[src/hdl/canonical_kmer_tag_counter_defines.svh]
// Assertion macros shared by the k-mer tag counter modules.
// Depends on nothing; included by the modules that carry assertions.
`ifndef CANONICAL_KMER_TAG_COUNTER_DEFINES_SVH
`define CANONICAL_KMER_TAG_COUNTER_DEFINES_SVH

// Same-cycle implication, disabled during reset.
`define CKT_ASSERT_NOW(label, clk, rst, ante, cons) \
   label: assert property (@(posedge clk) disable iff (rst) (ante) |-> (cons)) \
      else $error("canonical_kmer_tag_counter assertion failed");

// Next-cycle implication, disabled during reset.
`define CKT_ASSERT_NEXT(label, clk, rst, ante, cons) \
   label: assert property (@(posedge clk) disable iff (rst) (ante) |=> (cons)) \
      else $error("canonical_kmer_tag_counter assertion failed");

`endif

[src/hdl/ckt_pkg.sv]
// Types and constants of the k-mer tag counter.
// Used by the front, queue, back and top modules; depends on nothing.
package ckt_pkg;

   typedef enum logic [1:0] {
      OP_LOAD  = 2'd0,
      OP_BASE  = 2'd1,
      OP_START = 2'd2,
      OP_QUERY = 2'd3
   } op_type;

   localparam logic [1:0] REG_KMER_LENGTH  = 2'd0;
   localparam logic [1:0] REG_STRANDED     = 2'd1;
   localparam logic [1:0] REG_REVERSE_ONLY = 2'd2;

   localparam logic [5:0] KMER_LENGTH_RESET = 6'd22;
   localparam int         SLOT_EXT_W        = 13;

   typedef struct packed {
      op_type      op;
      logic        kmer_valid;
      logic [63:0] kmer_code;
      logic [63:0] tag_code;
      logic [7:0]  slot;
   } cmd_type;

   typedef struct packed {
      logic        kmer_valid;
      logic [63:0] kmer_code;
      logic        hit;
      logic [7:0]  hit_slot;
      logic [31:0] count;
   } rsp_type;

   typedef enum logic [1:0] {
      B_IDLE,
      B_SCAN,
      B_QREAD,
      B_DONE
   } back_state_type;

endpackage

[src/hdl/ckt_fifo.sv]
// Two-word command queue between the front and back ends.
// Depends on ckt_pkg and the assertion macro header.
`include "canonical_kmer_tag_counter_defines.svh"
module ckt_fifo
   import ckt_pkg::*;
(
   input  logic    clock,
   input  logic    reset,
   input  logic    wr_en,
   input  cmd_type wr_data,
   output logic    full,
   input  logic    rd_en,
   output cmd_type rd_data,
   output logic    empty
);

   cmd_type    entry_ff [2];
   logic       wr_ptr_ff, wr_ptr_in;
   logic       rd_ptr_ff, rd_ptr_in;
   logic [1:0] count_ff, count_in;
   logic       do_wr;
   logic       do_rd;

   assign full    = (count_ff == 2'd2);
   assign empty   = (count_ff == 2'd0);
   assign do_wr   = wr_en && !full;
   assign do_rd   = rd_en && !empty;
   assign rd_data = entry_ff[rd_ptr_ff];

   always_comb begin
      wr_ptr_in = do_wr ? !wr_ptr_ff : wr_ptr_ff;
      rd_ptr_in = do_rd ? !rd_ptr_ff : rd_ptr_ff;
      count_in  = count_ff + {1'b0, do_wr} - {1'b0, do_rd};
   end

   always_ff @(posedge clock) begin
      if (reset) begin
         wr_ptr_ff <= 1'b0;
         rd_ptr_ff <= 1'b0;
         count_ff  <= 2'd0;
      end else begin
         wr_ptr_ff <= wr_ptr_in;
         rd_ptr_ff <= rd_ptr_in;
         count_ff  <= count_in;
      end
   end

   always_ff @(posedge clock) begin
      if (do_wr) begin
         entry_ff[wr_ptr_ff] <= wr_data;
      end
   end

   `CKT_ASSERT_NOW(a_count_bound, clock, reset, 1'b1, count_ff <= 2'd2)

endmodule

[config.mk]
export PLATFORM = sky130hd
export DESIGN_NAME = ckt_fifo
export DESIGN_NICKNAME = d
export VERILOG_FILES = /design/src/hdl/ckt_pkg.sv /design/src/hdl/ckt_fifo.sv
export VERILOG_INCLUDE_DIRS = /design/src /design/src/hdl
export SDC_FILE = /design/constraint.sdc
export NUM_CORES = 1
export LEC_CHECK = 0
export BUFFER_PORTS_ARGS = -buffer_cell sky130_fd_sc_hd__buf_2
export CAP_MARGIN = 5
export CORE_MARGIN = 5
export CORE_UTILIZATION = 40
export CTS_BUF_LIST = sky130_fd_sc_hd__clkbuf_8
export CTS_CLUSTER_DIAMETER = 80
export CTS_CLUSTER_SIZE = 12
export DETAILED_ROUTE_END_ITERATION = 8
export HOLD_SLACK_MARGIN = 0.06
export MAX_ROUTING_LAYER = met4
export PLACE_DENSITY = 0.7
export REMOVE_ABC_BUFFERS = 1
export SLEW_MARGIN = 0
export SYNTH_ARGS = -nofsm -noshare
export SYNTH_HDL_FRONTEND = slang
export SYNTH_SLANG_ARGS = --single-unit
[constraint.sdc]
create_clock -name clock -period 9.8 [get_ports clock]
set_input_delay 0 -clock clock [delete_from_list [all_inputs] [get_ports clock]]
set_output_delay 0 -clock clock [all_outputs]
set_load 0.005 [all_outputs]
==> results of run 1 <==
## per-stage QoR
step	instance area [sq um]	utilization (%)
2_1_floorplan	10150	-
3_3_place_gp	12010	47.56
3_5_place_dp	12010	47.56
4_1_cts	13860	54.88
5_1_grt	13860	54.90
6_report	13860	54.90
## worst max-delay path, delay by kind of cell, from the launching register on
| family | cells | cell delay [ns] |
|---|---|---|
| buffers and inverters | 2 | 1.05 |
| flip-flops | 1 | 0.93 |
| multiplexers | 1 | 0.44 |
## synth_stat cells, drive strengths merged, types with 2 or more instances
cell type	n
buf	15
dfxtp	5
edfxtp	278
ha	2
inv	4
mux2	139
nor2	4
## final cells by class
type | instances | area [sq um]
Sequential cell | 283 | 8452
Tap cell | 330 | 412.9
Inverter | 4 | 20.02
Antenna cell | 2 | 5.005
Timing Repair Buffer | 429 | 2870
Clock inverter | 11 | 45.04
Fill cell | 1939 | 11390
Clock buffer | 27 | 371.6
Multi-Input combinational cell | 157 | 1688
## per-layer routing
metal / vias up / track usage (%)
li1: 2692 / -
met1: 2741 / 17.00
met2: 213 / 25.00
met3: 48 / 3.252
met4: 0 / 4.722
met5: - / -
## sequential cells by signal, indices dropped and copies added, names as in the netlist, named ones only
register	cells
count_ff	2
entry_ff	278
wr_ptr_ff	1
rd_ptr_ff	1
## cells by family (layout without fill, tap and decap cells)
logic type / count (synthesis) / after routing / share of synthesized area (%)
and+or+nand+nor: 11 / 11 / 0.5712
adders and majority gates: 2 / 2 / 0.2430
xor gates and xnor gates: 2 / 2 / 0.1702
DFF: 283 / 283 / 82.05
muxes: 139 / 139 / 15.20
buffers and inverters: 19 / 471 / 1.592
other: 0 / 2 / 0
AOI/OAI and AO/OA: 3 / 3 / 0.1701
## path summary, 6_finish.rpt
path,depth (start not counted),slack [ns],to,startpoint
max,3,6.76,rd_data[3],register
min,2,0.18,entry_ff[0][58]$_DFFE_PP_,wr_data[58]
max reg2reg,5,7.01,entry_ff[0][20]$_DFFE_PP_,count_ff[0]$_SDFF_PP0_
min reg2reg,2,0.51,wr_ptr_ff$_SDFFE_PP0P_,wr_ptr_ff$_SDFFE_PP0P_
## repair_timing
| action | CTS | global route |
|---|---|---|
| hold buffers | 143 | 0 |
| endpoints found under the hold margin | 283 | 0 |
| setup buffers | 0 | 0 |
| resized for setup | 0 | 0 |
## power groups by stage
stage | Combinational (mW) | Sequential (mW) | Clock, mW
global placement | 0.746 | 1.64 | 0
global route | 0.857 | 1.64 | 0.682
detailed placement | 0.743 | 1.65 | 0
floorplan | 0.416 | 1.67 | 0
finish | 0.786 | 1.62 | 0.604
CTS | 0.796 | 1.62 | 0.635
==> flow_summary.yaml, run 1 <==
cts:
  numCtsBuffers: 27
  clk_pin_slew_ns: 0.08
  clkLatencyLatePin_ns: 0.54
  root_buffer: "clkbuf_8"
  clock_sinks: 283
  cts_buffer_depth: 3
  htree_levels: 1
  cts_tree: "done"
pwr:
  p_leak_nw: 5.202
  clkPwrFrac_pct: 20.1
  switchingPower_uw: 797.3
  comb_power_share_pct: 26.1
  switching_share_pct: 26.51
  max-vdd-ir-drop_v: 0.0002120
  power.density_nw_per_um2: 217.0
  fin_total_pwr_mw: 3.008
  intPower_mw: 2.211
  seq_power_share_pct: 53.8
global_route:
  grtUsageTotal_pct: 14.53
  grt_pass1_wl_um: 32360
  grt_pass1_vias: 6157
  grt.overflow.total: 0
  antenna_found_initial: 2
  grt_max_degree: 74
critical_path:
  cp.required_ns: 9.80
  start_kind: "register"
  worstPathMaxFanout: 73
  critPathSlowestCell: "dfxtp_4"
  critPathKind: "register to output port"
  crit_arrival_ns: 3.04
  cpPeakStageDelay_ns: 0.93
  crit_path_end_kind: "output port"
  crit_chain: "buf_4 > mux2_2 > buf_2"
floorplanning:
  num_rows: 58
  die-area_sq_um: 29050
  initial_core_util_pct: 40.77
  top_level_ports: 284
  core-area_sq_um: 25250
  die-width_um: 170.4
  die_y_um: 170.4
route:
  drt_wl_total_um: 21610
  ant_nets: 0
  wl_per_cell_um: 17.38
  route.met2.wl_um: 10990
  met3_length_um: 1540
  dr.first_iter.drc_count: 324
  drc: 0
  top_layer: "met4"
  dr.pass1.iters: 6
  wl_met1_um: 8461
  routed-via-count: 5694
  viasPerCell: 4.581
timing:
  finalCriticalPeriod_ns: 3.039
  fin_skew_ns: 0.02693
  finalCritPeriodShare_pct: 31.01
  fmax_ghz: 0.3291
  hold_viol_final: 0
  drv_slew: 0
  worst_slew_pin_slew_ns: 1.015
  timing.setup.tns_ns: 0
  whs_ns: 0.1838
  slew_headroom_pct: 32.31
  rsz0062_at_grt: "no"
  finalSetupViolCount: 0
  worst_slack_ns: 6.761
yosys:
  yosysWarnings: 0
  synth-edff-count: 278
  ys_seq_area_share_pct: 82.05
  yosys.area.top_type: "edfxtp_1"
  avgSynthCellArea_sq_um: 22.43
  synth_top_area_share_pct: 81.08
  ys.flop_type: "edfxtp_1"
  ys_seq_elements: 283
  synthTopCellsByArea: "edfxtp_1 (81%), mux2_2 (15%), buf_6 (1.2%), dfxtp_1 (0.97%), ha_1 (0.24%)"
  syn_inst: 459
  async_flop_share_pct: 0
  synthDistinctLibCells: 21
  netlist_area_sq_um: 10300
final_layout:
  synthToLayoutAreaGrowth_pct: 34.66
  final_cell_mix: "buf_2 (283), edfxtp_1 (278), dlygate4sd3_1 (143)"
  drive_above_1_share_pct: 50.16
  layout_commonest_cell: "buf_2"
  layoutNonFillerInstCount: 1243
  nets: 1047
place:
  dp_cells: 1060
  pre_cts_ws_ns: 6.946
  place_hpwl_um: 13050
  gp_congestion: 0.7090
  portBuffers: 283
job:
  maxCapViolCount: 0
outcome:
  status: "finished, final reports clean"
hold_path:
  hold_path.class: "input pin to register"
Power figures use the tool's default switching activity.
==> run 2, diff against run 1 <==
Settings changed: PLACE_DENSITY 0.7 to 0.72.
Clock period 9.8 ns to 2.6 ns, I/O delays scaled along.
==> run 2 against run 1 <==
  * Critical path type is now register to register
  * Wire length rose by 3.7%
  * Critical path depth rose by 2
  * Combinational power rose to 4.1 times the previous value
  * Count of clock-buffer cells in the layout did not move
  * Global-route usage rose by 0.90 points
  * Worst hold slack got worse by 0.011 ns
  * Sequential share of layout area fell by 0.82 points
  * Largest cell class unchanged
==> flow_summary.yaml, run 2 (synthesis results as in run 1) <==
outcome:
  status: "finished, final reports clean"
place:
  dp_cells: 1068
  pre_cts_ws_ns: 0.6396
  place_hpwl_um: 14030
  portBuffers: 283
  gp_congestion: 0.7432
global_route:
  antenna_found_initial: 3
  grt_pass1_vias: 6391
  grt_pass1_wl_um: 34170
  grt.overflow.total: 0
  grt_max_degree: 63
  grtUsageTotal_pct: 15.44
timing:
  finalCritPeriodShare_pct: 76.90
  drv_slew: 0
  fin_skew_ns: 0.01273
  timing.setup.tns_ns: 0
  fmax_ghz: 0.5002
  worst_slew_pin_slew_ns: 0.4767
  whs_ns: 0.1726
  rsz0062_at_grt: "no"
  hold_viol_final: 0
  slew_headroom_pct: 68.22
  finalCriticalPeriod_ns: 1.999
  worst_slack_ns: 0.6007
  finalSetupViolCount: 0
floorplanning:
  die_y_um: 170.4
  top_level_ports: 284
  num_rows: 58
  initial_core_util_pct: 40.77
  die-area_sq_um: 29050
  die-width_um: 170.4
  core-area_sq_um: 25250
route:
  dr.pass1.iters: 4
  routed-via-count: 5795
  ant_nets: 0
  met3_length_um: 1469
  wl_met1_um: 8553
  wl_per_cell_um: 17.87
  dr.first_iter.drc_count: 320
  viasPerCell: 4.625
  route.met2.wl_um: 11650
  drc: 0
  top_layer: "met4"
  drt_wl_total_um: 22400
final_layout:
  largest_reg_flops: 278
  reg_top3: "entry_ff: 278 flops, count_ff: 2 flops"
  nets: 1055
  layout_commonest_cell: "buf_2"
  layoutNonFillerInstCount: 1253
  synthToLayoutAreaGrowth_pct: 36.50
  final_cell_mix: "buf_2 (283), edfxtp_1 (278), dlygate4sd3_1 (143)"
  regMostFlops: "entry_ff"
  drive_above_1_share_pct: 50.60
critical_path:
  start_kind: "register"
  critPathKind: "register to register"
  worstRegToRegCells: 5
  cp.required_ns: 2.84
  crit_arrival_ns: 2.23
  worstPathMaxFanout: 36
  crit_path_end_kind: "register"
  r2r_slack_ns: 0.60
pwr:
  fin_total_pwr_mw: 11.52
  p_leak_nw: 5.278
  max-vdd-ir-drop_v: 0.0008101
  power.density_nw_per_um2: 819.7
cts:
  clkLatencyLatePin_ns: 0.55
  htree_levels: 1
  clock_sinks: 283
  cts_tree: "done"
  root_buffer: "clkbuf_8"
  cts_buffer_depth: 3
  numCtsBuffers: 27
  clk_pin_slew_ns: 0.08
hold_path:
  hold_path.class: "input pin to register"
  min_path_cells: 2
job:
  maxCapViolCount: 0
==> run 2: changes by cell type in the layout (fill, tap and decap cells not counted), sizes merged <==
| cell | change |
|---|---|
| diode | +2 |
| buf | +8 |
==> run 2: worst paths after layout <==
check,end,from
setup / recovery,entry_ff[0][62]$_DFFE_PP_,count_ff[0]$_SDFF_PP0_
hold / removal,entry_ff[1][2]$_DFFE_PP_,wr_data[2]
setup reg to reg,entry_ff[0][62]$_DFFE_PP_,count_ff[0]$_SDFF_PP0_
hold reg to reg,rd_ptr_ff$_SDFFE_PP0P_,rd_ptr_ff$_SDFFE_PP0P_
==> run 2: per-layer routing <==
| layer | up-vias | track usage, % |
|---|---|---|
| met5 | - | - |
| met2 | 214 | 26.50 |
| met1 | 2813 | 18.17 |
| met3 | 51 | 3.252 |
| met4 | 0 | 5.208 |
| li1 | 2717 | - |
==> run 2: layout make-up <==
type | count | area (sq um)
Fill cell | 1928 | 11200
Tap cell | 330 | 412.9
Multi-Input combinational cell | 157 | 1688
Clock buffer | 27 | 371.6
Antenna cell | 4 | 10.01
Timing Repair Buffer | 437 | 3055
Sequential cell | 283 | 8452
Inverter | 4 | 20.02
Clock inverter | 11 | 45.04
==> run 2: stage by stage <==
stage	instance area, sq um	utilization (%)
floorplan	10150	-
global placement	12200	48.30
detailed placement	12200	48.30
CTS	14040	55.61
global route	14050	55.64
finish	14050	55.65
==> run 2: where the power goes <==
part,switching (mW),leakage (nW),internal [mW],total [mW]
combinational,1.54,2.39,1.69,3.23
clock,1.36,0.248,0.947,2.31
sequential,0.186,2.64,5.80,5.98
total,3.08,5.28,8.44,11.5
==> run 2: critical path, cell delays in order (launching register included) <==
cell and delay (ns):
dfxtp_1 0.38, nand2b_2 0.16, inv_1 0.08, or3_1 0.41
inv_6 0.35, buf_12 0.27
==> run 2: timing repair <==
action	CTS	global route
buffers inserted	0	0
resized for setup	0	0
hold buffers	143	0
hold endpoints to repair	283	0
==> run 3, diff against run 2 <==
Settings changed: ABC_AREA from default to 1, PLACE_DENSITY 0.72 to 0.7.
Clock period 2.6 ns to 2.02 ns, I/O delays scaled along.
==> run 3 against run 2 <==
  * Sequential cell count unchanged
  * First-iteration DRC count decreased by 19%
  * Global-route usage increased by 0.075 points
  * Cell area increased by 0.37%
  * Setup slack got worse by 0.37 ns
  * Final cell count increased by 1.0%
  * Synthesized cell count increased by 2.6%
  * Critical endpoint is now rd_data[100]
  * Largest cell class unchanged
==> flow_summary.yaml, run 3 <==
yosys:
  synth.most_common_cell: "edfxtp_1"
  async_flop_share_pct: 0
  ys_seq_elements: 283
  synth-edff-count: 278
  synthTopCellsByArea: "edfxtp_1 (81%), mux2_2 (15%), buf_6 (1.2%), dfxtp_1 (0.97%), inv_1 (0.36%)"
  syn_inst: 471
  yosysWarnings: 0
  avgSynthCellArea_sq_um: 21.90
  synth_common_cells: "edfxtp_1 (278), mux2_2 (139), buf_6 (11)"
  ys.flop_type: "edfxtp_1"
  netlist_area_sq_um: 10310
  synthDistinctLibCells: 12
  yosys.area.top_type: "edfxtp_1"
  synth_top_area_share_pct: 80.94
  ys_seq_area_share_pct: 81.91
final_layout:
  reg_top3: "entry_ff: 278 flops, count_ff: 2 flops"
  synthToLayoutAreaGrowth_pct: 36.78
  nFillCells: 1945
  regMostFlops: "entry_ff"
  final_cell_mix: "buf_2 (283), edfxtp_1 (278), dlygate4sd3_1 (142)"
  nets: 1070
  layout_commonest_cell: "buf_2"
  drive_above_1_share_pct: 50.11
  layoutNonFillerInstCount: 1266
  largest_reg_flops: 278
floorplanning:
  initial_core_util_pct: 40.84
  die-area_sq_um: 29100
  top_level_ports: 284
  core-area_sq_um: 25250
  die_y_um: 170.6
  die-width_um: 170.6
  num_rows: 58
critical_path:
  cp.required_ns: 2.02
  crit_path_end_kind: "output port"
  critical_path_buf_inv_count: 2
  critPathSlowestCell: "dfxtp_4"
  worstPathMaxFanout: 40
  crit_chain: "buf_12 > mux2_2 > buf_2"
  crit_arrival_ns: 1.79
  start_kind: "register"
  critPathKind: "register to output port"
  cpPeakStageDelay_ns: 0.44
  cp_top_family: "flip-flops"
timing:
  timing.setup.tns_ns: 0
  fmax_ghz: 0.5583
  finalCriticalPeriod_ns: 1.791
  drv_slew: 0
  worst_slew_pin_slew_ns: 0.3774
  slew_headroom_pct: 74.78
  finalCritPeriodShare_pct: 88.67
  finalSetupViolCount: 0
  fin_skew_ns: 0.01797
  hold_viol_final: 0
  rsz0062_at_grt: "no"
route:
  viasPerCell: 4.647
  dr.first_iter.drc_count: 258
  drt_wl_total_um: 22940
  dr.pass1.iters: 4
  wl_per_cell_um: 18.12
  ant_nets: 0
  routed-via-count: 5883
  drc: 0
place:
  dp_cells: 1082
  place_hpwl_um: 14380
  gp_congestion: 0.7453
  portBuffers: 283
pwr:
  power.density_nw_per_um2: 1022
  clkPwrFrac_pct: 20.7
  switchingPower_mw: 3.806
  comb_power_share_pct: 26.4
  p_leak_nw: 5.327
  max-vdd-ir-drop_v: 0.0007062
  intPower_mw: 10.61
  seq_power_share_pct: 53.0
  switching_share_pct: 26.41
cts:
  numCtsBuffers: 27
  ctsResizeCount: 0
  clock_sinks: 283
  cts_tree: "done"
  htree_levels: 1
  root_buffer: "clkbuf_8"
  cts_buffer_depth: 3
  clk_pin_slew_ns: 0.09
  clkLatencyLatePin_ns: 0.55
global_route:
  antenna_found_initial: 1
  grtUsageTotal_pct: 15.51
  grt_max_degree: 44
  grt.overflow.total: 0
  grt_pass1_vias: 6495
  grt_pass1_wl_um: 34430
hold_path:
  hold_path.class: "input pin to register"
job:
  maxCapViolCount: 0
outcome:
  status: "finished, final reports clean"
[run 3: cell types whose count changed in the layout (fill, tap and decap cells not counted), moves of 2 or more]
cell	delta
buf_4	+2
diode_2	-2
nand3_1	+3
nor2_1	+4
nand2_1	+7
inv_1	+6
[run 3: worst paths after layout]
| kind | start | end | slack (ns) | cells after the start |
|---|---|---|---|---|
| min | wr_data[45] | entry_ff[0][45]$_DFFE_PP_ | 0.17 | 2 |
| max reg2reg | count_ff[0]$_SDFF_PP0_ | entry_ff[0][8]$_DFFE_PP_ | 0.35 | 5 |
| min reg2reg | rd_ptr_ff$_SDFFE_PP0P_ | register | 0.52 | 2 |
| max | register | rd_data[100] | 0.23 | 3 |
[run 3: through the flow]
stage	hold slack, ns	util (%)	cell area (sq um)	worst slack, ns	total power, mW
2_1_floorplan	0.07122	-	10160	-4.952	9.579
3_3_place_gp	0.1886	48.49	12250	0.4065	11.31
3_5_place_dp	0.1913	48.49	12250	0.3541	11.36
4_1_cts	0.09702	55.81	14090	0.03136	14.62
5_1_grt	0.1161	55.85	14100	0.1044	15.23
6_report	0.1655	55.86	14110	0.2288	14.41
[run 3: cells by family (layout without fill, tap and decap cells)]
logic type	after synthesis	count (layout)	synth area share (%)
compound gates	2	2	0.09706
other cells	0	2	0
fa+ha+maj	2	2	0.2426
flops	283	283	81.91
simple gates	20	20	0.7642
mux	139	139	15.18
buf+inv	25	488	1.808
[run 3: cell type report]
class,count,area [sq um],share of cell area (%)
flip-flops and latches,283,8452,59.91
repair buffers,440,3092,21.92
multi-input cells,163,1687,11.96
well taps,330,412.9,2.927
clock buffers,27,371.6,2.634
clock inverters,11,45.04,0.3193
inverters,10,42.54,0.3016
diodes,2,5.005,0.03548
[run 3: metal layers]
metal  global-route usage [%]  vias up  wire length, um
met5                        -        -                0
met4                    4.722        0              586
met3                    3.189       44             1660
met2                    27.06      250            11720
met1                    18.18     2837             8973
li1                         -     2752                -
[run 3: power by group through the flow]
stage / Sequential (mW) / Clock (mW) / Combinational, mW
floorplan: 7.92 / 0 / 1.66
global placement: 7.77 / 0 / 3.54
detailed placement: 7.82 / 0 / 3.53
CTS: 7.66 / 3.13 / 3.82
global route: 7.70 / 3.38 / 4.15
finish: 7.63 / 2.98 / 3.80
[run 3: worst reg2reg max path, delay by kind of cell, from the launching register on]
kind / cells / cell delay (ns)
flip-flops: 1 / 0.36
buffers and inverters: 2 / 0.41
AND/OR/NAND/NOR: 3 / 0.58
[run 3: timing repair]
item                                    4_1_cts  5_1_grt
hold buffers                                142        0
endpoints found under the setup margin      117       16
setup buffers                                 1        1
endpoints found under the hold margin       298        0
