===== config.mk =====
export PLATFORM = sky130hd
export DESIGN_NAME = ckt_front
export DESIGN_NICKNAME = d
export VERILOG_FILES = /design/src/hdl/canonical_kmer_tag_counter_defines.svh /design/src/hdl/ckt_pkg.sv /design/src/hdl/ckt_front.sv
export SDC_FILE = /design/constraint.sdc
export NUM_CORES = 1
export LEC_CHECK = 0
export ABC_AREA = 1
export BUFFER_PORTS_ARGS = -buffer_cell sky130_fd_sc_hd__buf_2
export CAP_MARGIN = 0
export CORE_MARGIN = 4
export CORE_UTILIZATION = 52
export CTS_CLUSTER_DIAMETER = 120
export DETAILED_ROUTE_END_ITERATION = 8
export GPL_TIMING_DRIVEN = 0
export PLACE_DENSITY_LB_ADDON = 0.25
export SYNTH_ARGS = -nofsm -noshare
export SYNTH_HDL_FRONTEND = slang
export SYNTH_SLANG_ARGS = --single-unit
export TNS_END_PERCENT = 100

===== constraint.sdc =====
create_clock -name clock -period 5.8 [get_ports clock]
set_clock_uncertainty 0.15 [all_clocks]
set_input_delay 1.16 -clock clock [delete_from_list [all_inputs] [get_ports clock]]
set_output_delay 1.16 -clock clock [all_outputs]
set_load 0.01 [all_outputs]

===== src/hdl/canonical_kmer_tag_counter_defines.svh =====
// Assertion macros shared by the k-mer tag counter modules.
// Depends on nothing; included by the modules that carry assertions.
`ifndef CANONICAL_KMER_TAG_COUNTER_DEFINES_SVH
`define CANONICAL_KMER_TAG_COUNTER_DEFINES_SVH

// Same-cycle implication, disabled during reset.
`define CKT_ASSERT_NOW(label, clk, rst, ante, cons) \
   label: assert property (@(posedge clk) disable iff (rst) (ante) |-> (cons)) \
      else $error("canonical_kmer_tag_counter assertion failed");

// Next-cycle implication, disabled during reset.
`define CKT_ASSERT_NEXT(label, clk, rst, ante, cons) \
   label: assert property (@(posedge clk) disable iff (rst) (ante) |=> (cons)) \
      else $error("canonical_kmer_tag_counter assertion failed");

`endif


===== src/hdl/ckt_pkg.sv =====
// Types and constants of the k-mer tag counter.
// Used by the front, queue, back and top modules; depends on nothing.
package ckt_pkg;

   typedef enum logic [1:0] {
      OP_LOAD  = 2'd0,
      OP_BASE  = 2'd1,
      OP_START = 2'd2,
      OP_QUERY = 2'd3
   } op_type;

   localparam logic [1:0] REG_KMER_LENGTH  = 2'd0;
   localparam logic [1:0] REG_STRANDED     = 2'd1;
   localparam logic [1:0] REG_REVERSE_ONLY = 2'd2;

   localparam logic [5:0] KMER_LENGTH_RESET = 6'd22;
   localparam int         SLOT_EXT_W        = 13;

   typedef struct packed {
      op_type      op;
      logic        kmer_valid;
      logic [63:0] kmer_code;
      logic [63:0] tag_code;
      logic [7:0]  slot;
   } cmd_type;

   typedef struct packed {
      logic        kmer_valid;
      logic [63:0] kmer_code;
      logic        hit;
      logic [7:0]  hit_slot;
      logic [31:0] count;
   } rsp_type;

   typedef enum logic [1:0] {
      B_IDLE,
      B_SCAN,
      B_QREAD,
      B_DONE
   } back_state_type;

endpackage


===== src/hdl/ckt_front.sv =====
// Front end: accepts items, holds the configuration and the rolling windows,
// and forms the selected k-mer. Depends on ckt_pkg.
module ckt_front
   import ckt_pkg::*;
#(
   parameter int MAX_KMER = 32
) (
   input  logic        clock,
   input  logic        reset,
   input  logic        push,
   output logic        full,
   input  logic [1:0]  req_op,
   input  logic [1:0]  req_base,
   input  logic [63:0] req_tag_code,
   input  logic [7:0]  req_slot,
   input  logic        csr_valid,
   output logic        csr_ready,
   input  logic [1:0]  csr_index,
   input  logic [5:0]  csr_wdata,
   output logic        cmd_push,
   output cmd_type     cmd,
   input  logic        cmd_full
);

   localparam logic [5:0] MAX_K = 6'(MAX_KMER);

   logic [5:0]  kmer_length_ff, kmer_length_in;
   logic        stranded_ff, stranded_in;
   logic        reverse_only_ff, reverse_only_in;
   logic [63:0] fwd_ff, fwd_in;
   logic [63:0] rev_ff, rev_in;
   logic [5:0]  fill_ff, fill_in;
   logic [5:0]  eff_k;
   logic [63:0] mask;
   logic [63:0] fwd_next;
   logic [63:0] rev_next;
   logic [5:0]  fill_next;
   logic [6:0]  top_shift;
   logic        accept;
   logic        csr_write;

   assign full      = cmd_full;
   assign csr_ready = 1'b1;
   assign accept    = push && !cmd_full;
   assign csr_write = csr_valid && csr_ready;
   assign cmd_push  = accept;

   always_comb begin
      if (kmer_length_ff == 6'd0) begin
         eff_k = 6'd1;
      end else if (kmer_length_ff > MAX_K) begin
         eff_k = MAX_K;
      end else begin
         eff_k = kmer_length_ff;
      end
      if (eff_k >= 6'd32) begin
         mask = '1;
      end else begin
         mask = (64'd1 << {eff_k, 1'b0}) - 64'd1;
      end
      top_shift = {eff_k, 1'b0} - 7'd2;
      fwd_next  = ((fwd_ff << 2) | {62'd0, req_base}) & mask;
      rev_next  = ((rev_ff >> 2) | ({62'd0, ~req_base} << top_shift)) & mask;
      fill_next = (fill_ff < MAX_K) ? fill_ff + 6'd1 : fill_ff;
   end

   always_comb begin
      cmd.op         = op_type'(req_op);
      cmd.tag_code   = req_tag_code;
      cmd.slot       = req_slot;
      cmd.kmer_valid = (fill_next >= eff_k);
      if (reverse_only_ff) begin
         cmd.kmer_code = rev_next;
      end else if (stranded_ff || (fwd_next < rev_next)) begin
         cmd.kmer_code = fwd_next;
      end else begin
         cmd.kmer_code = rev_next;
      end
      if (req_op != OP_BASE) begin
         cmd.kmer_valid = 1'b0;
         cmd.kmer_code  = '0;
      end else if (!cmd.kmer_valid) begin
         cmd.kmer_code = '0;
      end
   end

   always_comb begin
      kmer_length_in  = kmer_length_ff;
      stranded_in     = stranded_ff;
      reverse_only_in = reverse_only_ff;
      fwd_in          = fwd_ff;
      rev_in          = rev_ff;
      fill_in         = fill_ff;
      if (accept) begin
         case (op_type'(req_op))
            OP_BASE: begin
               fwd_in  = fwd_next;
               rev_in  = rev_next;
               fill_in = fill_next;
            end
            OP_START: begin
               fwd_in  = '0;
               rev_in  = '0;
               fill_in = '0;
            end
            default: begin
            end
         endcase
      end
      if (csr_write) begin
         case (csr_index)
            REG_KMER_LENGTH: begin
               kmer_length_in = csr_wdata;
               fwd_in         = '0;
               rev_in         = '0;
               fill_in        = '0;
            end
            REG_STRANDED:     stranded_in     = csr_wdata[0];
            REG_REVERSE_ONLY: reverse_only_in = csr_wdata[0];
            default: begin
            end
         endcase
      end
   end

   always_ff @(posedge clock) begin
      if (reset) begin
         kmer_length_ff  <= KMER_LENGTH_RESET;
         stranded_ff     <= 1'b0;
         reverse_only_ff <= 1'b0;
         fwd_ff          <= '0;
         rev_ff          <= '0;
         fill_ff         <= '0;
      end else begin
         kmer_length_ff  <= kmer_length_in;
         stranded_ff     <= stranded_in;
         reverse_only_ff <= reverse_only_in;
         fwd_ff          <= fwd_in;
         rev_ff          <= rev_in;
         fill_ff         <= fill_in;
      end
   end

endmodule


==> results of run 1 <==
through the flow:
stage | hold slack, ns | instance area, µm² | total power [µW]
6_report | 0.315 | 15000 | 3650
5_1_grt | 0.331 | 15000 | 3750
4_1_cts | 0.313 | 14200 | 3340
3_5_place_dp | 0.303 | 12900 | 1990
3_3_place_gp | 0.298 | 12900 | 1980
2_1_floorplan | 0.291 | 11800 | 1680
final timing paths:
kind | start | end | slack, ns | depth (start not counted)
worst max register to register | kmer_length_ff[5]$_SDFFE_PP0P_ | rev_ff[44]$_SDFF_PP0_ | 2.00 | 30
worst min register to register | fwd_ff[56]$_SDFF_PP0_ | fwd_ff[56]$_SDFF_PP0_ | 0.31 | 2
worst max-delay path | kmer_length_ff[5]$_SDFFE_PP0P_ | cmd[114] | -1.48 | 44
worst min-delay path | fwd_ff[56]$_SDFF_PP0_ | fwd_ff[56]$_SDFF_PP0_ | 0.31 | 2
state kept, by name (all words and copies together) (netlist names):
signal	count
fill_ff	6
reverse_only_ff	1
kmer_length_ff	6
fwd_ff	62
rev_ff	62
stranded_ff	1
area by class of cell:
class / count / area, µm²
Multi-Input combinational cell: 1343 / 7820
Fill cell: 1967 / 6990
Sequential cell: 138 / 2770
Timing Repair Buffer: 218 / 1470
Buffer: 168 / 1140
Inverter: 224 / 861
Clock buffer: 19 / 433
Tap cell: 280 / 350
Clock inverter: 13 / 119
where the power goes:
group          total (µW)  internal, µW  switching (µW)
combinational        1600           667             930
clock                1100           593             507
sequential            956           951            4.77
critical path: cells and delay by family (launching register included):
kind | cells | cell delay (ns)
buffers and inverters | 13 | 1.29
and+or+nand+nor | 24 | 2.66
adders and majority gates | 3 | 0.54
DFF | 1 | 0.33
AOI/OAI and AO/OA | 4 | 0.67
cells in the final DEF (no fill, tap or decap), types with 8 or more instances in the layout:
cell type,instances
inv_2,24
nand3_2,28
a21oi_1,175
nand4_1,24
buf_1,15
nand3_1,120
a21boi_1,17
nand2_2,38
a22oi_1,19
clkbuf_16,25
a21oi_2,10
a21boi_0,10
ha_1,64
ha_4,8
nor2_2,20
inv_1,196
nand2_1,431
o21bai_1,32
nand2_4,8
xor2_1,8
nor2_1,188
buf_4,125
o21ai_0,21
a21boi_2,12
dfxtp_1,133
buf_12,10
nand3b_1,33
clkbuf_1,56
buf_2,157
nor2_4,16
logic make-up after synthesis:
kind of cell             count (synthesis)
AND/OR/NAND/NOR                        930
adder cells (fa/ha/maj)                 73
other                                    1
AO/OA/AOI/OAI                          323
buffers and inverters                  394
XOR/XNOR                                14
flip-flops                             138
what timing repair did:
item                                    in CTS  in global routing
gates cloned                                 3                  9
pin swaps                                   65                 82
resized for setup                          111                112
buffers inserted                            33                 18
endpoints found under the setup margin      64                 64
metal layers:
metal  routed length [µm]  track usage
met5                    0            0
met4                 2540        0.150
met3                 5210       0.0703
met2                21000        0.577
met1                19100        0.472
==> reports/results.ini, run 1 <==
[die]
start_util=0.531
ioPinCount=231
placementRows=54
core-area_um2=22000
die_area_um2=24900
fp.dieH_um=158
die_w_um=158

[finish]
nets=2272
area_growth_pct=28.5
final_layout_size_suffix_gt1_frac=0.260
diodes=0
layout.cells.non_filler=2403
fin_util=0.682

[detailed_routing]
ant_nets=0
drtPass1Iterations=6
avgViaCountPerCell=5.82
wl_per_cell_um=19.9
drtIter0Drc=1661
vias=14000
drt-total-wl_um=47900
route.detailed.drc=0

[critical_path]
slowest_delay_ns=0.37
critPathMaxFanout=7
cpMaxStageDelayCell=a2111oi_4
worst_ep_arrival_time_ns=5.97
required_ns=4.49
worst_setup_path_start_kind=flop
worstSetupPathType=reg -> out
end_kind=output pin

[placed_design]
pre_cts_ws_ns=-2.26
dpl.hpwl_um=34300
dp_cells=2310
port_buffers=157
finalWeightedCongestion=1.06

[hold_path]
hold_class=reg -> reg

[outcome]
violations=negative setup slack
status=complete, but fails checks

[sta]
finalWorstSetupSlack_ns=-1.48
slew_viol_final=0
finalSetupViolCount=64
slew_headroom=0.299
fin_crit_ns=7.28
hold_violations=0
fin_crit_sh=1.25
rsz0062_at_grt=true
worst_pin_slew_ns=1.05
fmax_ghz=0.137
finalSetupTns_ns=-91.33

[logic_synthesis]
synth_top_cell_area_share=0.237
ys_async_sr_fraction=0
ys_top_cells_by_area=dfxtp_1 (24%), nand2_1 (15%), a21oi_1 (8.0%), ha_1 (7.8%), nor2_1 (6.9%)
synthAdderAreaFrac=0.0784
yosysWarnings=0
synth_edf_count=0
ys_top_cells_by_count=nand2_1 (464), nor2_1 (215), inv_1 (208)
synth_cells=1873
muxShareOfSynthArea=0
synth-compound-area-share=0.163
synth_most_common_cell=nand2_1
yosys.area_share.xor_xnor=0.0128
synth_cell_type_count=48
synth_seq_cells=138
ys.flop_type=dfxtp_1
syn_avg_cell_area_um2=6.22
synth_top_family_by_area=simple AND/OR/NAND/NOR gates
synth_nets=2035
synthSimpleGateAreaFrac=0.349
ys_seq_area_frac=0.237
synth_top_cell_by_area=dfxtp_1
synth_area_um2=11700

[clock_network]
cts_buffers=17
cts.sinks=138
htreeDepth=4
cts_root_buffer=clkbuf_16
cts_tree=done
cts.clk_slew.worst_paths_ns=0.07
postCtsHoldBufs=0
clk_latency_ns=0.45
clk_path_buf_depth=2

[power]
vdd_drop_max_mv=0.186
powerDensity_nw_per_um2=244
leakage_uw=0.00700

[job]
cap_violations=0

[global_route]
gr-total-overflow=0
grt_pass1_wl_um=69100
grt.total_usage=0.359
grt_max_degree=17
antenna_found_initial=0
grt_pass1_vias=12500

Note: power is estimated with default switching activity, not from simulation.
==> inputs of run 2 (changes only) <==
--- a/config.mk
+++ b/config.mk
@@ -9,7 +9,7 @@
 export BUFFER_PORTS_ARGS = -buffer_cell sky130_fd_sc_hd__buf_2
 export CAP_MARGIN = 0
 export CORE_MARGIN = 4
-export CORE_UTILIZATION = 52
+export CORE_UTILIZATION = 40
 export CTS_CLUSTER_DIAMETER = 120
 export DETAILED_ROUTE_END_ITERATION = 8
 export GPL_TIMING_DRIVEN = 0
==> reports/results.ini, run 2 (same netlist as run 1, synthesis figures left out) <==
[clock_network]
clk_path_buf_depth=2  ; unchanged
cts_buffers=17  ; unchanged
cts_tree=done
clk_latency_ns=0.43  ; -0.02 ns
cts.clk_slew.worst_paths_ns=0.07  ; about the same
postCtsHoldBufs=0  ; unchanged
cts_root_buffer=clkbuf_16
cts.sinks=138  ; unchanged
htreeDepth=4  ; unchanged

[finish]
diodes=0  ; unchanged
area_growth_pct=30.0
final_area_um2=15100  ; +1.2%
final_common_cell=nand2_1
layout_common_cells=nand2_1 (438), inv_1 (198), nor2_1 (189)
reg.largest.list=fwd_ff (62), rev_ff (62)
nets=2288  ; +0.70%
final_layout_size_suffix_gt1_frac=0.258  ; -0.00288

[die]
die_w_um=179  ; +13%
placementRows=62  ; +15%
die_area_um2=31900  ; +28%
ioPinCount=231  ; unchanged
start_util=0.406  ; -0.125
core-area_um2=28700  ; +31%
fp.dieH_um=179  ; +13%

[critical_path]
slowest_delay_ns=0.38  ; about the same
cpMostUsedCell=buf_12
worstSetupPathType=reg -> out
required_ns=4.49  ; about the same
cpMaxStageDelayCell=dfxtp_4
critPathMaxFanout=8  ; +1
worst_setup_path_start_kind=flop
end_kind=output pin
worst_ep_arrival_time_ns=5.99  ; +0.02 ns

[power]
leakage_uw=0.00705  ; +0.77%
powerDensity_nw_per_um2=245  ; +0.51%
vdd_drop_max_mv=0.181  ; -2.9%
power_uw=3720  ; +1.7%

[placed_design]
dpl.hpwl_um=35200  ; +2.7%
finalWeightedCongestion=1.01  ; -4.8%
port_buffers=157  ; unchanged
pre_cts_ws_ns=-2.36  ; -0.0981 ns
dpl_cell_area_um2=13100  ; +1.0%

[detailed_routing]
avgViaCountPerCell=5.41  ; -7.0%
drtPass1Iterations=6  ; unchanged
vias=13600  ; -2.4%
ant_nets=0  ; unchanged
wl_per_cell_um=19.0  ; -4.8%
drt-total-wl_um=47900  ; unchanged
route.detailed.drc=0  ; unchanged
drtIter0Drc=1192  ; -28%

[sta]
fin_crit_ns=7.30  ; +0.0201 ns
rsz0062_at_grt=true
hold_violations=0  ; unchanged
finalWorstSetupSlack_ns=-1.50  ; -0.0201 ns
finalSetupViolCount=64  ; unchanged
slew_viol_final=0  ; unchanged
worst_pin_slew_ns=0.989  ; -0.0624 ns
fmax_ghz=0.137  ; -0.28%
slew_headroom=0.341  ; +0.0416
finalSetupTns_ns=-90.46  ; +0.878 ns
fin_crit_sh=1.26  ; +0.00346

[job]
cap_violations=0  ; unchanged

[global_route]
grt.total_usage=0.290  ; -0.0689
grt_pass1_wl_um=71300  ; +3.3%
gr-total-overflow=0  ; unchanged
grt_pass1_vias=12600  ; +0.89%
grt_max_degree=17  ; unchanged
antenna_found_initial=0  ; unchanged

[hold_path]
hold_class=reg -> reg

[outcome]
violations=negative setup slack
status=complete, but fails checks

-- run 2: cell types whose count changed in the layout (fill, tap and decap cells not counted), moves of 7 or more --
cell and delta:
buf_4 +14, nand3_1 +11, a21oi_1 -10, a21oi_2 +9
nand3_2 -9, nand2_2 -8, a21boi_2 -7, nand2_1 +7
-- run 2: final timing paths --
check / depth (start not counted) / start / slack (ns) / endpoint
min: 2 / rev_ff[57]$_SDFF_PP0_ / 0.31 / rev_ff[57]$_SDFF_PP0_
max: 37 / kmer_length_ff[5]$_SDFFE_PP0P_ / -1.50 / cmd[134]
max reg2reg: 28 / kmer_length_ff[5]$_SDFFE_PP0P_ / 2.08 / rev_ff[44]$_SDFF_PP0_
min reg2reg: 2 / rev_ff[57]$_SDFF_PP0_ / 0.31 / rev_ff[57]$_SDFF_PP0_
-- run 2: per-stage QoR --
stage                     hold slack (ns)  utilization  instances
after floorplan                     0.291            -       1873
after global placement              0.299        0.455       2414
after detailed placement            0.302        0.455       2414
after CTS                           0.312        0.514       2511
after global routing                0.328        0.528       2523
final                               0.314        0.528       2523
-- run 2: worst max-delay path: cells and delay by family, from the launching register on --
kind | cells | cell delay [ns]
AND/OR/NAND/NOR | 21 | 2.37
buffers and inverters | 9 | 1.13
flip-flops | 1 | 0.38
adder cells (fa/ha/maj) | 2 | 0.49
AO/OA/AOI/OAI | 4 | 0.85
XOR/XNOR | 1 | 0.32
-- run 2: cell type report --
class	count	area, µm²
plain buffers	167	1140
clock buffers	18	439
clock inverters	14	185
fillers	2897	13600
inverters	224	856
multi-input cells	1342	7680
flip-flops and latches	138	2770
well taps	384	480
repair buffers	236	1600
-- run 2: layer usage --
layer	routed length (µm)	up-vias	global-route usage
met4	1700	0	0.0985
met5	0	-	0
li1	-	6494	-
met1	20500	6438	0.389
met2	22000	607	0.482
met3	3740	103	0.0386
-- run 2: what timing repair did --
| action | 4_1_cts | 5_1_grt |
|---|---|---|
| pin swaps | 51 | 69 |
| hold endpoints to repair | 0 | 0 |
| gates cloned | 7 | 2 |
| setup endpoints to repair | 64 | 64 |
| buffers inserted | 59 | 15 |
| resized for setup | 103 | 102 |
-- run 2: report_power, final --
part	leakage, µW	switching (µW)	internal [µW]
Sequential	0.00111	3.90	951
Clock	0.000296	508	699
Combinational	0.00564	893	662
Total	0.00705	1410	2310
==> inputs of run 3 (changes only) <==
--- a/config.mk
+++ b/config.mk
@@ -5,7 +5,6 @@
 export SDC_FILE = /design/constraint.sdc
 export NUM_CORES = 1
 export LEC_CHECK = 0
-export ABC_AREA = 1
 export BUFFER_PORTS_ARGS = -buffer_cell sky130_fd_sc_hd__buf_2
 export CAP_MARGIN = 0
 export CORE_MARGIN = 4
==> constraint.sdc (replaced) <==
create_clock -name clock -period 8.5 [get_ports clock]
set_clock_uncertainty 0.15 [all_clocks]
set_input_delay 1.7 -clock clock [delete_from_list [all_inputs] [get_ports clock]]
set_output_delay 1.7 -clock clock [all_outputs]
set_load 0.01 [all_outputs]
==> reports/results.ini, run 3 <==
[sta]
fin_crit_sh=0.993
slew_viol_final=0  ; unchanged
slew_headroom=0.298  ; -0.0425
finalSetupViolCount=0  ; -100%
worst_pin_slew_ns=1.05  ; +0.0637 ns
fin_crit_ns=8.44
hold_violations=0  ; unchanged
rsz0062_at_grt=true
fmax_ghz=0.118

[logic_synthesis]
yosysWarnings=0  ; unchanged
syn_avg_cell_area_um2=7.50  ; +21%
synth_edf_count=0  ; unchanged
ys.flop_type=dfxtp_1
synth_cell_type_count=100  ; +110%
synth_most_common_cell=nor2_1
synth_top_cell_area_share=0.245  ; +0.00754
synth_nets=1668  ; -18%
ys_async_sr_fraction=0  ; unchanged
synth_area_um2=11300  ; -3.1%
ys_seq_area_frac=0.245  ; +0.00754
synth_seq_cells=138  ; unchanged
ys_top_cells_by_area=dfxtp_1 (24%), nor2_1 (9.0%), ha_1 (8.1%), buf_4 (5.9%), a21oi_1 (4.7%)
synth_top_cell_by_area=dfxtp_1
synth_cells=1506  ; -20%
ys_top_cells_by_count=nor2_1 (271), dfxtp_1 (138), nand2_1 (126)

[placed_design]
port_buffers=156  ; -0.64%
dpl.hpwl_um=35000  ; -0.56%
finalWeightedCongestion=0.985  ; -2.1%
dpl_cell_area_um2=12500  ; -4.0%
dp_cells=2040  ; -15%

[critical_path]
reg2reg_from=kmer_length_ff[3]$_SDFFE_PP0P_
cpMaxStageDelayCell=or3_4
reg2reg_to=rev_ff[48]$_SDFF_PP0_
crit_family=simple AND/OR/NAND/NOR gates
worst_ep_arrival_time_ns=6.59  ; +0.60 ns
r2r_cells=21  ; -25%
worst_setup_path_start_kind=flop
path_buf_inv=11  ; +2
slowest_delay_ns=0.42  ; +0.04 ns
r2r_slack_ns=4.36  ; +2.28 ns
critPathMaxFanout=10  ; +2
worstSetupPathType=reg -> out
end_kind=output pin
required_ns=6.65  ; +2.16 ns

[global_route]
grt_max_degree=17  ; unchanged
grt_pass1_vias=12100  ; -4.2%
grt_pass1_wl_um=71400  ; +0.12%
antenna_found_initial=0  ; unchanged
grt.total_usage=0.296  ; +0.00622
gr-total-overflow=0  ; unchanged

[clock_network]
cts.sinks=138  ; unchanged
cts_tree=done
htreeDepth=4  ; unchanged
postCtsHoldBufs=0  ; unchanged
cts.clk_slew.worst_paths_ns=0.07  ; about the same
cts_buffers=17  ; unchanged
cts_root_buffer=clkbuf_16
clk_latency_ns=0.46  ; +0.03 ns
clk_path_buf_depth=2  ; unchanged

[detailed_routing]
drt-total-wl_um=49100  ; +2.6%
vias=13000  ; -4.4%
wl_per_cell_um=23.0  ; +21%
met1_length_um=19700  ; -3.5%
route.detailed.drc=0  ; unchanged
drtPass1Iterations=6  ; unchanged
top_layer_used=met4
avgViaCountPerCell=6.12  ; +13%
dr_wl_met2_um=21400  ; -2.7%
drtIter0Drc=1719  ; +44%
ant_nets=0  ; unchanged
met3_wirelength_um=5640  ; +51%

[finish]
multiInputGateArea_um2=7770  ; +1.1%
final_layout_size_suffix_gt1_frac=0.276  ; +0.0185
layout.cells.non_filler=2131  ; -16%
layout_common_cells=nor2_1 (266), buf_2 (166), buf_4 (135), dfxtp_1 (135), nand2_1 (123)
fillers=2803  ; -3.2%
area_growth_pct=26.7
final_common_cell=nor2_1
nets=1902  ; -17%
final_area_um2=14300  ; -5.5%
seqCellArea_um2=2770  ; unchanged
reg.largest.list=fwd_ff (62), rev_ff (62)
diodes=0  ; unchanged

[hold_path]
hold-path-cell-count=2  ; unchanged
hold_class=reg -> reg
min-delay-start=fwd_ff[38]$_SDFF_PP0_
hold_end=fwd_ff[38]$_SDFF_PP0_

[die]
fp.dieH_um=176  ; -1.5%
die_area_um2=31000  ; -2.9%
start_util=0.406  ; +0.000530
core-area_um2=27800  ; -3.2%
die_w_um=176  ; -1.5%
ioPinCount=231  ; unchanged
placementRows=61  ; -1.6%

[power]
powerDensity_nw_per_um2=144  ; -41%
vdd_drop_max_mv=0.137  ; -24%
leakage_uw=0.00574  ; -19%

[job]
cap_violations=0  ; unchanged

[outcome]
status=completed

-- run 3: cell type report --
type	count	area share
multi-input combinational	1153	0.543
sequential	138	0.194
timing repair buffer	219	0.0932
buffer	193	0.0927
tap	378	0.0330
clock buffer	18	0.0307
clock inverter	14	0.00944
inverter	18	0.00472
-- run 3: timing repair --
action | CTS | global route
pin swaps | 10 | 22
gates cloned | 0 | 4
resized for setup | 69 | 102
endpoints found under the hold margin | 0 | 0
setup endpoints to repair | 64 | 64
buffers inserted | 16 | 43
-- run 3: worst max-delay path by stage --
stage / from / to / cells past startpoint
after CTS: kmer_length_ff[2]$_SDFFE_PP1P_ / cmd[72] / 28
after global routing: kmer_length_ff[3]$_SDFFE_PP0P_ / cmd[84] / 29
after detailed placement: kmer_length_ff[5]$_SDFFE_PP0P_ / cmd[134] / 27
after floorplan: kmer_length_ff[2]$_SDFFE_PP1P_ / cmd[127] / 25
final: kmer_length_ff[3]$_SDFFE_PP0P_ / cmd[127] / 29
after global placement: kmer_length_ff[5]$_SDFFE_PP0P_ / cmd[134] / 27
-- run 3: power breakdown --
part           internal, µW  switching (µW)
combinational           243             397
sequential              648            3.25
clock                   416             352
total                  1310             752
-- run 3: kinds of logic after synthesis --
| logic type | Yosys count | share of synthesized area |
|---|---|---|
| other cells | 1 | 0.000332 |
| simple gates | 583 | 0.246 |
| fa+ha+maj | 73 | 0.0809 |
| compound gates | 465 | 0.294 |
| flops | 138 | 0.245 |
| xor+xnor | 21 | 0.0163 |
| mux | 10 | 0.00942 |
| buf+inv | 215 | 0.108 |
-- run 3: per-layer routing --
layer	vias up	track usage
li1	5846	-
met1	6171	0.386
met2	840	0.468
met3	179	0.0775
met4	0	0.121
met5	-	0
-- run 3: tightest hold or removal path, stage by stage (launching register included) --
cell     delay (ns)
dfxtp_1        0.31
nand2_1        0.05
a21oi_1        0.05
-- run 3: metrics by stage --
step	setup WS (ns)	hold slack, ns	util	TNS (ns)	power (µW)
final	0.0573	0.303	0.515	0	2060
after global routing	-0.119	0.322	0.515	-5.03	2100
after CTS	0.00676	0.300	0.486	0	1910
after detailed placement	-1.77	0.292	0.452	-96.65	1130
after global placement	-1.79	0.287	0.452	-95.61	1120
after floorplan	0.760	0.277	-	0	956
